<file path="src/sv/mma_ram.sv">
// Generic single-write, single-read RAM with registered read data.
`timescale 1ns / 1ps
module mma_ram #(
  parameter int WIDTH = 16,
  parameter int DEPTH = 64
) (
  input  logic                     clk,
  input  logic                     we,
  input  logic [$clog2(DEPTH)-1:0] waddr,
  input  logic [WIDTH-1:0]         wdata,
  input  logic [$clog2(DEPTH)-1:0] raddr,
  output logic [WIDTH-1:0]         rdata
);

  logic [WIDTH-1:0] mem [DEPTH];

  // Write port and registered read port
  always_ff @(posedge clk) begin
    if (we) begin
      mem[waddr] <= wdata;
    end
    rdata <= mem[raddr];
  end

endmodule

</file>
<file path="config.mk">
export PLATFORM = sky130hd
export DESIGN_NAME = mma_ram
export DESIGN_NICKNAME = d
export VERILOG_FILES = /design/src/sv/mma_ram.sv
export SDC_FILE = /design/constraint.sdc
export NUM_CORES = 1
export LEC_CHECK = 0
export BUFFER_PORTS_ARGS = -buffer_cell sky130_fd_sc_hd__buf_2
export CORE_ASPECT_RATIO = 1.5
export CORE_MARGIN = 1.5
export CORE_UTILIZATION = 55
export DETAILED_ROUTE_END_ITERATION = 10
export PLACE_DENSITY_LB_ADDON = 0.3
export SLEW_MARGIN = 20
export SYNTH_ARGS = -nofsm -noshare
export SYNTH_HDL_FRONTEND = slang
export SYNTH_SLANG_ARGS = --single-unit
</file>
<file path="constraint.sdc">
create_clock -name clk -period 3.84 [get_ports clk]
set_input_delay 0.768 -clock clk [delete_from_list [all_inputs] [get_ports clk]]
set_output_delay 0.768 -clock clk [all_outputs]
set_load 0.02 [all_outputs]
</file>
==> results.toml <==
[synthesis]
async_flop_share = 0
ys_dominant_reg_cell = "edfxtp_1"
syn_area_per_cell_um2 = 21.89
synthTopCellsByCount = "edfxtp_1, mux4_2, mux2i_1, nor2_1, nand2_1"
yosysMostFrequentCell = "edfxtp_1"
syn_area_mm2 = 0.04004
synth_top_area_cell = "edfxtp_1"
synth_cells = 1829
synth-seq-area-share = 0.7759
yosys.cell_types.count = 43
synth_edf_count = 1024
ys_seq_elements = 1040
synth_fp_nets = 1859
yosys_warnings = 0
post-synth-top-area-fraction = 0.7679
synth_area_leaders = "edfxtp_1, mux4_2, mux2i_1"

[clock_tree]
cts_max_level = 3
post_cts_buffers = 0
clk_latency_ns = 0.65
clk_pin_slew_ns = 0.06
cts_resized = 0
cts_tree = "yes"
cts_root_buffer = "clkbuf_16"
numClockSinks = 1040
numCtsBuffers = 89
cts_buffer_depth = 3
postCtsHoldBufs = 0

[final_layout]
multi_input_area_mm2 = 0.008254
area_growth_pct = 11.49
regArea_mm2 = 0.03107
fin_util = 0.6169
fin_nets = 2021
nFillCells = 4824
final_area_mm2 = 0.04464
antenna_cells = 0
final_cell_count_no_fill = 2983
drive_gt1_frac = 0.2712

[sta]
fin_tns_setup_ns = 0
fin_crit_ns = 2.809
drv_slew = 0
fin_skew_ns = 0.02199
setup_viol = 0
worst_pin_slew_ns = 1.117
post-route-period-util = 0.7316
slew_headroom = 0.2551
rsz0062_at_grt = "no"
fmax_mhz = 356.0
finalHoldViolations = 0

[setup_path]
worstPathRequired_ns = 4.32
end_kind = "flop"
criticalPathCategory = "in2reg"
cp-start-kind = "primary input"
worstPathArrival_ns = 3.29
critical_path.max_fanout = 36

[global_routing]
grt_usage = 0.2619
grt_pass1_vias = 19810
overflow = 0
grt_pass1_wl_um = 137900
grt_start_max_net_pins = 68
antenna_found_initial = 1

[drt]
dr.pass1.iters = 5
wire_per_inst_um = 31.95
totalWireLength_um = 95310
antenna_left = 0
first_iter_violations = 2344
dr_total_vias = 19240
via_per_inst = 6.448
drc_errors = 0

[place]
dp_hpwl_um = 59020
placed_area_mm2 = 0.04180
place.gp.congestion = 0.9278
dp.cells = 2822
numPortBuffers = 45

[pwr]
p_per_area_mw_per_mm2 = 506.3
leakage_nw = 14.21
ir_worst_vdd_mv = 0.2719
power_mw = 22.60

[run]
drv_cap = 0

[floorplan]
num_rows = 121
fp.dieW_um = 223.3
die_h_um = 333.5
dieArea_mm2 = 0.07447
coreArea_mm2 = 0.07237
start_util = 0.5533
ios = 46

[worst_hold_path]
hp-class = "in2reg"

[outcome]
status = "finished clean"
==> worst max-delay path: stages <==
cell and delay, ns:
buf_8 0.31, buf_12 0.33, mux4_2 0.54, mux2i_1 0.19, a22oi_1 0.12, buf_4 0.20
a31oi_1 0.71, a311oi_1 0.10
==> state kept, by name, summed over array words and instances (netlist names) <==
| signal | count |
|---|---|
| rdata | 16 |
| mem | 1024 |
==> layer usage <==
metal | track usage | wire length [µm]
met3 | 0.04044 | 7215
met2 | 0.4517 | 49550
met4 | 0.1256 | 4947
met5 | 0 | 7
met1 | 0.3263 | 33590
==> area by class of cell <==
class	count	area share
clock inverter	46	0.008548
multi-input combinational	685	0.1849
sequential	1040	0.6960
clock buffer	115	0.05482
tap	922	0.02584
timing repair buffer	175	0.02993
==> per-stage QoR <==
stage	worst slack (ns)	hold slack (ns)
6_report	1.031	0.6647
5_1_grt	0.8724	0.6884
4_1_cts	1.023	0.6942
3_5_place_dp	0.3463	0.8670
3_3_place_gp	0.3540	0.8536
2_1_floorplan	1.037	0.7503
==> final timing paths <==
| check | from | endpoint | slack [ns] | cells after the start |
|---|---|---|---|---|
| max reg2reg | mem[16][9]$_DFFE_PP_ | rdata[9]$_DFF_P_ | 1.43 | 6 |
| min | wdata[14] | mem[18][14]$_DFFE_PP_ | 0.66 | 1 |
| min reg2reg | mem[3][8]$_DFFE_PP_ | rdata[8]$_DFF_P_ | 0.88 | 5 |
| max | raddr[0] | rdata[0]$_DFF_P_ | 1.03 | 8 |
==> cell usage in the layout, fill, tap and decap left out, drive strengths merged, types with 2 or more instances in the layout <==
cell type	Yosys	routed
mux2i	85	85
edfxtp	1024	1024
and4	5	5
mux2	27	27
a221oi	16	16
a22oi	39	39
a21oi	17	17
a211o	8	8
bufinv	0	6
a211oi	8	8
nand2b	3	3
buf	77	174
and2	2	2
a41oi	5	5
clkbuf	27	116
nand2	60	60
nand3	24	24
nand4	12	12
nor4	3	3
clkinv	0	32
nor2	74	74
nor2b	30	30
a22o	6	6
a31oi	8	8
o21ai	8	8
nor3	2	2
clkinvlp	0	4
a221o	6	6
mux4	224	224
inv	0	4
a311oi	8	8
nand3b	2	2
dfxtp	16	16
==> cell families (layout without fill, tap and decap cells) <==
kind of cell	Yosys count	after routing	share of synthesized area
AOI/OAI and AO/OA	129	129	0.02409
buffers and inverters	104	336	0.01831
DFF	1040	1040	0.7759
muxes	336	336	0.1552
and+or+nand+nor	220	220	0.02647
==> power by group <==
group          internal, mW  leakage (nW)  total [mW]  switching, mW
sequential             12.6          9.35        12.6         0.0409
clock                  4.90          1.38        8.80           3.90
combinational         0.432          3.48        1.20          0.772
Power figures use the tool's default switching activity.
