[config.mk]
export PLATFORM = sky130hd
export DESIGN_NAME = mma_cell
export DESIGN_NICKNAME = d
export VERILOG_FILES = /design/src/sv/mma_pkg.sv /design/src/sv/mma_cell.sv
export SDC_FILE = /design/constraint.sdc
export NUM_CORES = 1
export LEC_CHECK = 0
export BUFFER_PORTS_ARGS = -buffer_cell sky130_fd_sc_hd__buf_2
export CAP_MARGIN = 40
export CORE_MARGIN = 4
export CORE_UTILIZATION = 48
export DETAILED_ROUTE_END_ITERATION = 16
export PLACE_DENSITY = 0.69
export SLEW_MARGIN = 0
export SYNTH_ARGS = -nofsm -noshare
export SYNTH_HDL_FRONTEND = slang
export SYNTH_SLANG_ARGS = --single-unit
[constraint.sdc]
create_clock -name clk -period 25 [get_ports clk]
set_clock_uncertainty 0.1 [all_clocks]
set_input_delay 2.5 -clock clk [delete_from_list [all_inputs] [get_ports clk]]
set_output_delay 2.5 -clock clk [all_outputs]
set_load 0.005 [all_outputs]
[src/sv/mma_pkg.sv]
// Shared types and constants of the matrix multiply-accumulate block.
`timescale 1ns / 1ps
package mma_pkg;

  // Field widths fixed by the item formats
  localparam int CMD_W = 2;
  localparam int POS_W = 3;
  localparam int AB_W  = 16;
  localparam int C_W   = 32;
  localparam int DIM_W = 4;
  localparam int REG_W = 2;
  localparam int PROD_W = 2 * AB_W;
  // Eight full-scale products plus the C entry fit in 36 bits
  localparam int ACC_W = 36;

  // Command codes
  localparam logic [CMD_W-1:0] CMD_LOAD_A  = 2'd0;
  localparam logic [CMD_W-1:0] CMD_LOAD_B  = 2'd1;
  localparam logic [CMD_W-1:0] CMD_LOAD_C  = 2'd2;
  localparam logic [CMD_W-1:0] CMD_COMPUTE = 2'd3;

  // Register indexes
  localparam logic [REG_W-1:0] REG_A_ROWS    = 2'd0;
  localparam logic [REG_W-1:0] REG_INNER_DIM = 2'd1;
  localparam logic [REG_W-1:0] REG_B_COLS    = 2'd2;

  localparam logic [DIM_W-1:0] DIM_RESET = 4'd8;

  localparam logic signed [ACC_W-1:0] SAT_HI = ACC_W'(64'sh7FFFFFFF);
  localparam logic signed [ACC_W-1:0] SAT_LO = -ACC_W'(64'sh80000000);

  typedef struct packed {
    logic [CMD_W-1:0]       cmd;
    logic [POS_W-1:0]       row;
    logic [POS_W-1:0]       col;
    logic signed [AB_W-1:0] value_ab;
    logic signed [C_W-1:0]  value_c;
  } req_t;

  typedef struct packed {
    logic [POS_W-1:0]      out_row;
    logic [POS_W-1:0]      out_col;
    logic signed [C_W-1:0] result;
    logic                  saturated;
    logic                  last;
  } rsp_t;

  typedef struct packed {
    logic [REG_W-1:0] index;
    logic [DIM_W-1:0] value;
  } cfg_t;

  // Operand token passed along the cell chain
  typedef struct packed {
    logic                   valid;
    logic signed [AB_W-1:0] a;
    logic [POS_W-1:0]       k;
    logic                   first;
    logic                   last;
  } token_t;

  // Element load broadcast to the cells
  typedef struct packed {
    logic                   b_we;
    logic                   c_we;
    logic [POS_W-1:0]       row;
    logic [POS_W-1:0]       col;
    logic signed [AB_W-1:0] value_ab;
    logic signed [C_W-1:0]  value_c;
  } load_t;

endpackage

[src/sv/mma_cell.sv]
// MAC cell: holds one column of B and of C, accumulates one result entry.
`timescale 1ns / 1ps
module mma_cell #(
  parameter int MAX_DIM = 8,
  parameter int IDX     = 0
) (
  input  logic                             clk,
  input  logic                             rst,
  input  mma_pkg::token_t                  tok_in,
  output mma_pkg::token_t                  tok_out,
  input  mma_pkg::load_t                   ld,
  input  logic [mma_pkg::POS_W-1:0]        row_i,
  input  logic [mma_pkg::DIM_W-1:0]        nc,
  output logic signed [mma_pkg::C_W-1:0]   res,
  output logic                             sat,
  output logic                             fin
);

  localparam int IW = $clog2(MAX_DIM);

  logic signed [mma_pkg::AB_W-1:0]   b_col [MAX_DIM];
  logic signed [mma_pkg::C_W-1:0]    c_col [MAX_DIM];
  logic                              p_valid;
  logic signed [mma_pkg::PROD_W-1:0] prod;
  logic                              p_first;
  logic                              p_last;
  logic signed [mma_pkg::ACC_W-1:0]  acc;
  logic signed [mma_pkg::ACC_W-1:0]  sum;
  logic signed [mma_pkg::ACC_W-1:0]  tot;
  logic                              mine;

  assign mine = (ld.col == mma_pkg::POS_W'(IDX));

  // Hand the token to the neighbor
  always_ff @(posedge clk) begin
    if (rst) begin
      tok_out.valid <= 1'b0;
    end else begin
      tok_out.valid <= tok_in.valid;
    end
    tok_out.a     <= tok_in.a;
    tok_out.k     <= tok_in.k;
    tok_out.first <= tok_in.first;
    tok_out.last  <= tok_in.last;
  end

  // Multiply stage; a zero A operand gives zero even against an unloaded B entry
  always_ff @(posedge clk) begin
    if (rst) begin
      p_valid <= 1'b0;
    end else begin
      p_valid <= tok_in.valid;
    end
    if (tok_in.a == '0) begin
      prod <= '0;
    end else begin
      prod <= mma_pkg::PROD_W'(tok_in.a) * mma_pkg::PROD_W'(b_col[tok_in.k[IW-1:0]]);
    end
    p_first <= tok_in.first;
    p_last  <= tok_in.last;
  end

  // Accumulate, then add the stored C entry on the last term
  always_comb begin
    sum = (p_first ? '0 : acc) + mma_pkg::ACC_W'(prod);
    tot = sum + mma_pkg::ACC_W'(c_col[row_i[IW-1:0]]);
  end

  always_ff @(posedge clk) begin
    if (rst) begin
      fin <= 1'b0;
    end else begin
      fin <= p_valid && p_last;
    end
    if (p_valid) begin
      acc <= sum;
    end
    if (p_valid && p_last) begin
      priority if (tot > mma_pkg::SAT_HI) begin
        res <= mma_pkg::C_W'(mma_pkg::SAT_HI);
        sat <= 1'b1;
      end else if (tot < mma_pkg::SAT_LO) begin
        res <= mma_pkg::C_W'(mma_pkg::SAT_LO);
        sat <= 1'b1;
      end else begin
        res <= mma_pkg::C_W'(tot);
        sat <= 1'b0;
      end
    end
  end

  // Column storage: loads while idle, write-back after each entry
  always_ff @(posedge clk) begin
    if (ld.b_we && mine) begin
      b_col[ld.row[IW-1:0]] <= ld.value_ab;
    end
    priority if (ld.c_we && mine) begin
      c_col[ld.row[IW-1:0]] <= ld.value_c;
    end else if (p_valid && p_last && (mma_pkg::DIM_W'(IDX) < nc)) begin
      if (tot > mma_pkg::SAT_HI) begin
        c_col[row_i[IW-1:0]] <= mma_pkg::C_W'(mma_pkg::SAT_HI);
      end else if (tot < mma_pkg::SAT_LO) begin
        c_col[row_i[IW-1:0]] <= mma_pkg::C_W'(mma_pkg::SAT_LO);
      end else begin
        c_col[row_i[IW-1:0]] <= mma_pkg::C_W'(tot);
      end
    end
  end

endmodule

==> results list <==
- Outcome: completed
* First-pass GRT wire length: around 120000 um
- The critical path is of the primary input to register type.
* Library cell occupying the most area in the post-synthesis netlist: edfxtp_1
- The synthesized netlist occupies a cell area of roughly 32000 um2.
* Number of nets still failing antenna checks after routing: 0
- Routability congestion estimate from global placement: a little under 0.9
- STA puts the critical path data arrival time at approximately 10 ns.
- After synthesis the netlist holds a flip-flop and latch count of 508.
* Detailed Route WL: 72700 um
* Hold Crit Start: p_last
- DRC violation total after the first TritonRoute iteration: ~1300
- After synthesis, the netlist uses 72 different library cells.
- The most critical setup path has its startpoint at tok_in[2].
- The worst hold path terminates at fin.
- Buffers inserted to repair hold after CTS numbered 0.
- Post-synthesis sequential area ratio: 0.457
- Sum Neg Setup Slack: 0 ns
- The startpoint identified for the worst register-to-register timing path is p_first.
* Post-synthesis cell count: ~2600
- The finished layout holds roughly 3600 standard cells, fillers aside.
- Maximum number of pins on one net before global-route repair: between 40 and 50
- Among the stages of the critical path, the cell type that occurs most often is fa_1.
- Hold WC Path Type: register to register
* Fmax: between 0.1 and 0.15 GHz
* Share of flip-flops with an asynchronous set or reset: 0
* Max-slew violation count: 0
* Required @ worst endpoint: 25.35 ns
- Overall die area: 71200 um2
- The number of antenna diodes in the final layout is 0.
- In this run the standard cell core region covers approximately 66000 um2.
- Cells on worst reg2reg path: 28
* Synthesis warning total: 0
- Post-CTS repair changed the size of 0 cells.
* Crit-path max FO: 33
* Final routed DRC violation total: 0
- Effective utilization at floorplan: 0.486
* Post-place instance area: 33900 um2
* Number of clock sinks: around 500
- Min Clock Period, post-route: 9.73 ns
- FF-to-FF End: c_col[3][29]
- Number of H-tree branching levels: 2
- Hold Path Depth: 2
* Worst setup EP type: register
* Final Hold Viols: 0
- The most used flip-flop cell after synthesis is edfxtp_1.
- Max-cap violations in this run came to 0.
* Non-Filler Cell Area, Final: 35900 um2
- In this run the clock root is driven by a clkbuf_16.
- Remaining global-route overflow: 0
* Vias per std cell: between 5 and 6
- CTS Buffer Depth: 3
* Area Overhead vs Synth: 11.5%
- Via count of the routed design: about 20000
- Die height: between 200 and 300 um
* Worst-margin pin slew: 0.983 ns
- Unrepaired setup endpoints after global routing: no
- After clock tree synthesis, the clock-pin slew on the worst setup and hold paths is ~0.060 ns.
- Clock tree from TritonCTS: yes
- The library cell used most frequently in the layout, excluding fill and tap cells, is edfxtp_1.
- Final-stage net count: 3212
* Global routing usage summed across all routing layers: 0.210
- Setup bufs post-CTS: 0
- Worst-case hold slack: roughly 0.43 ns
* Number of flops mapped to enable cells by yosys: around 450
- Sorting the synthesized cells by area gives the leading types as edfxtp_1 (42%), fa_1 (16%), mux4_2 (6.7%).
- Number of I/O port buffers: between 100 and 150
* Final cycle utilization of the critical path: 0.389
* First-pass iteration count of the detailed router: 5
- Horizontal extent of the die: between 200 and 300 um
- In this design, the stage delay of the slowest critical-path cell is 0.67 ns.
* Syn Area/Cell: 12.5 um2
- The largest individual stage delay along the critical path comes from the cell fa_1.
- Headroom to the max-slew limit came out at 0.340.
- Worst-skew pair later-pin latency: 0.62 ns
* Site Rows: between 90 and 100
- After detailed routing, the average wire length per cell comes to between 20 and 25 um.
* Register-to-register path setup slack: between 15 and 20 ns
- Number of buffers created by CTS: between 50 and 60
- Setup violations, final: 0
- Once placement completed, the tool counted placed cells totaling 3518.
* Synthesized net count: about 3000
- Of the post-synthesis cell area, the dominant cell type holds 0.423.
- Estimated wirelength of the detail-placed design: just over 50000 um
- For this design the top-level I/O count stands at about 140.
- Antenna violations before repair: 0
- In the final layout, the share of cells above drive strength 1 is 0.152.
- Number of global-route vias before repair: 21100
- STA classifies the critical path startpoint as a primary input.
- Commonest cells after routing, fill and taps aside: edfxtp_1 (453), inv_1 (301), nand2_1 (286)
==> metal layers <==
layer / wire (um) / vias up / global-route usage
li1: - / 9128 / -
met1: 30700 / 10000 / 0.282
met2: 36200 / 584 / 0.365
met3: 4270 / 87 / 0.0315
met4: 1560 / 0 / 0.0491
met5: 0 / - / 0
==> cell families after synthesis <==
kind of cell / Yosys count / share of synthesized area
AO/OA/AOI/OAI: 309 / 0.0621
XOR/XNOR: 97 / 0.0273
adder cells (fa/ha/maj): 416 / 0.224
buffers and inverters: 393 / 0.0471
flip-flops: 508 / 0.457
multiplexers: 121 / 0.0755
AND/OR/NAND/NOR: 723 / 0.107
==> registers in the layout, summed over array words and instances, names as in the netlist <==
| signal | flops |
|---|---|
| b_col | 128 |
| res | 32 |
| prod | 32 |
| p_first | 1 |
| sat | 1 |
| acc | 36 |
| tok_out | 19 |
| p_last | 1 |
| c_col | 256 |
| p_valid | 1 |
| fin | 1 |
==> final cells by class <==
type                    count  area [um2]
fillers                  5464       30200
multi-input cells        1666       16000
flip-flops and latches    508       14700
clock buffers              55        1310
inverters                 302        1130
well taps                 864        1080
repair buffers            179        1010
clock inverters            42         601
==> worst max path at each step <==
stage,end,slack (ns),cells after the start
finish,prod[29],15.27,25
global route,prod[29],14.79,25
CTS,prod[29],15.30,25
detailed placement,prod[29],14.73,25
global placement,prod[29],14.83,25
floorplan,prod[29],15.12,26
==> stage by stage <==
stage                     worst slack (ns)  utilization
after global routing                 14.79        0.543
after floorplan                      15.12            -
after CTS                            15.30        0.542
after global placement               14.83        0.513
final                                15.27        0.543
after detailed placement             14.73        0.514
==> worst max-delay path: cells and delay by family <==
family | cells | cell delay [ns]
fa+ha+maj | 7 | 3.48
simple gates | 2 | 0.26
compound gates | 9 | 1.96
buf+inv | 5 | 0.88
mux | 2 | 0.98
==> synthesized netlist by cell type, drive strengths merged (13+ instances only) <==
| cell | instances |
|---|---|
| nor2b | 105 |
| mux2 | 13 |
| or2 | 15 |
| o21a | 13 |
| nor2 | 151 |
| nor3 | 20 |
| mux4 | 96 |
| o21ai | 79 |
| a31oi | 14 |
| clkbuf | 67 |
| edfxtp | 453 |
| and2 | 57 |
| nand2 | 286 |
| ha | 152 |
| a21o | 39 |
| inv | 302 |
| nand3 | 20 |
| nand2b | 27 |
| o21bai | 17 |
| fa | 264 |
| buf | 24 |
| a21oi | 85 |
| dfxtp | 55 |
| xor2 | 26 |
| xnor2 | 69 |
Power is not shown: default switching activity piles up to over one toggle a cycle in this logic, so the estimate is an artifact.
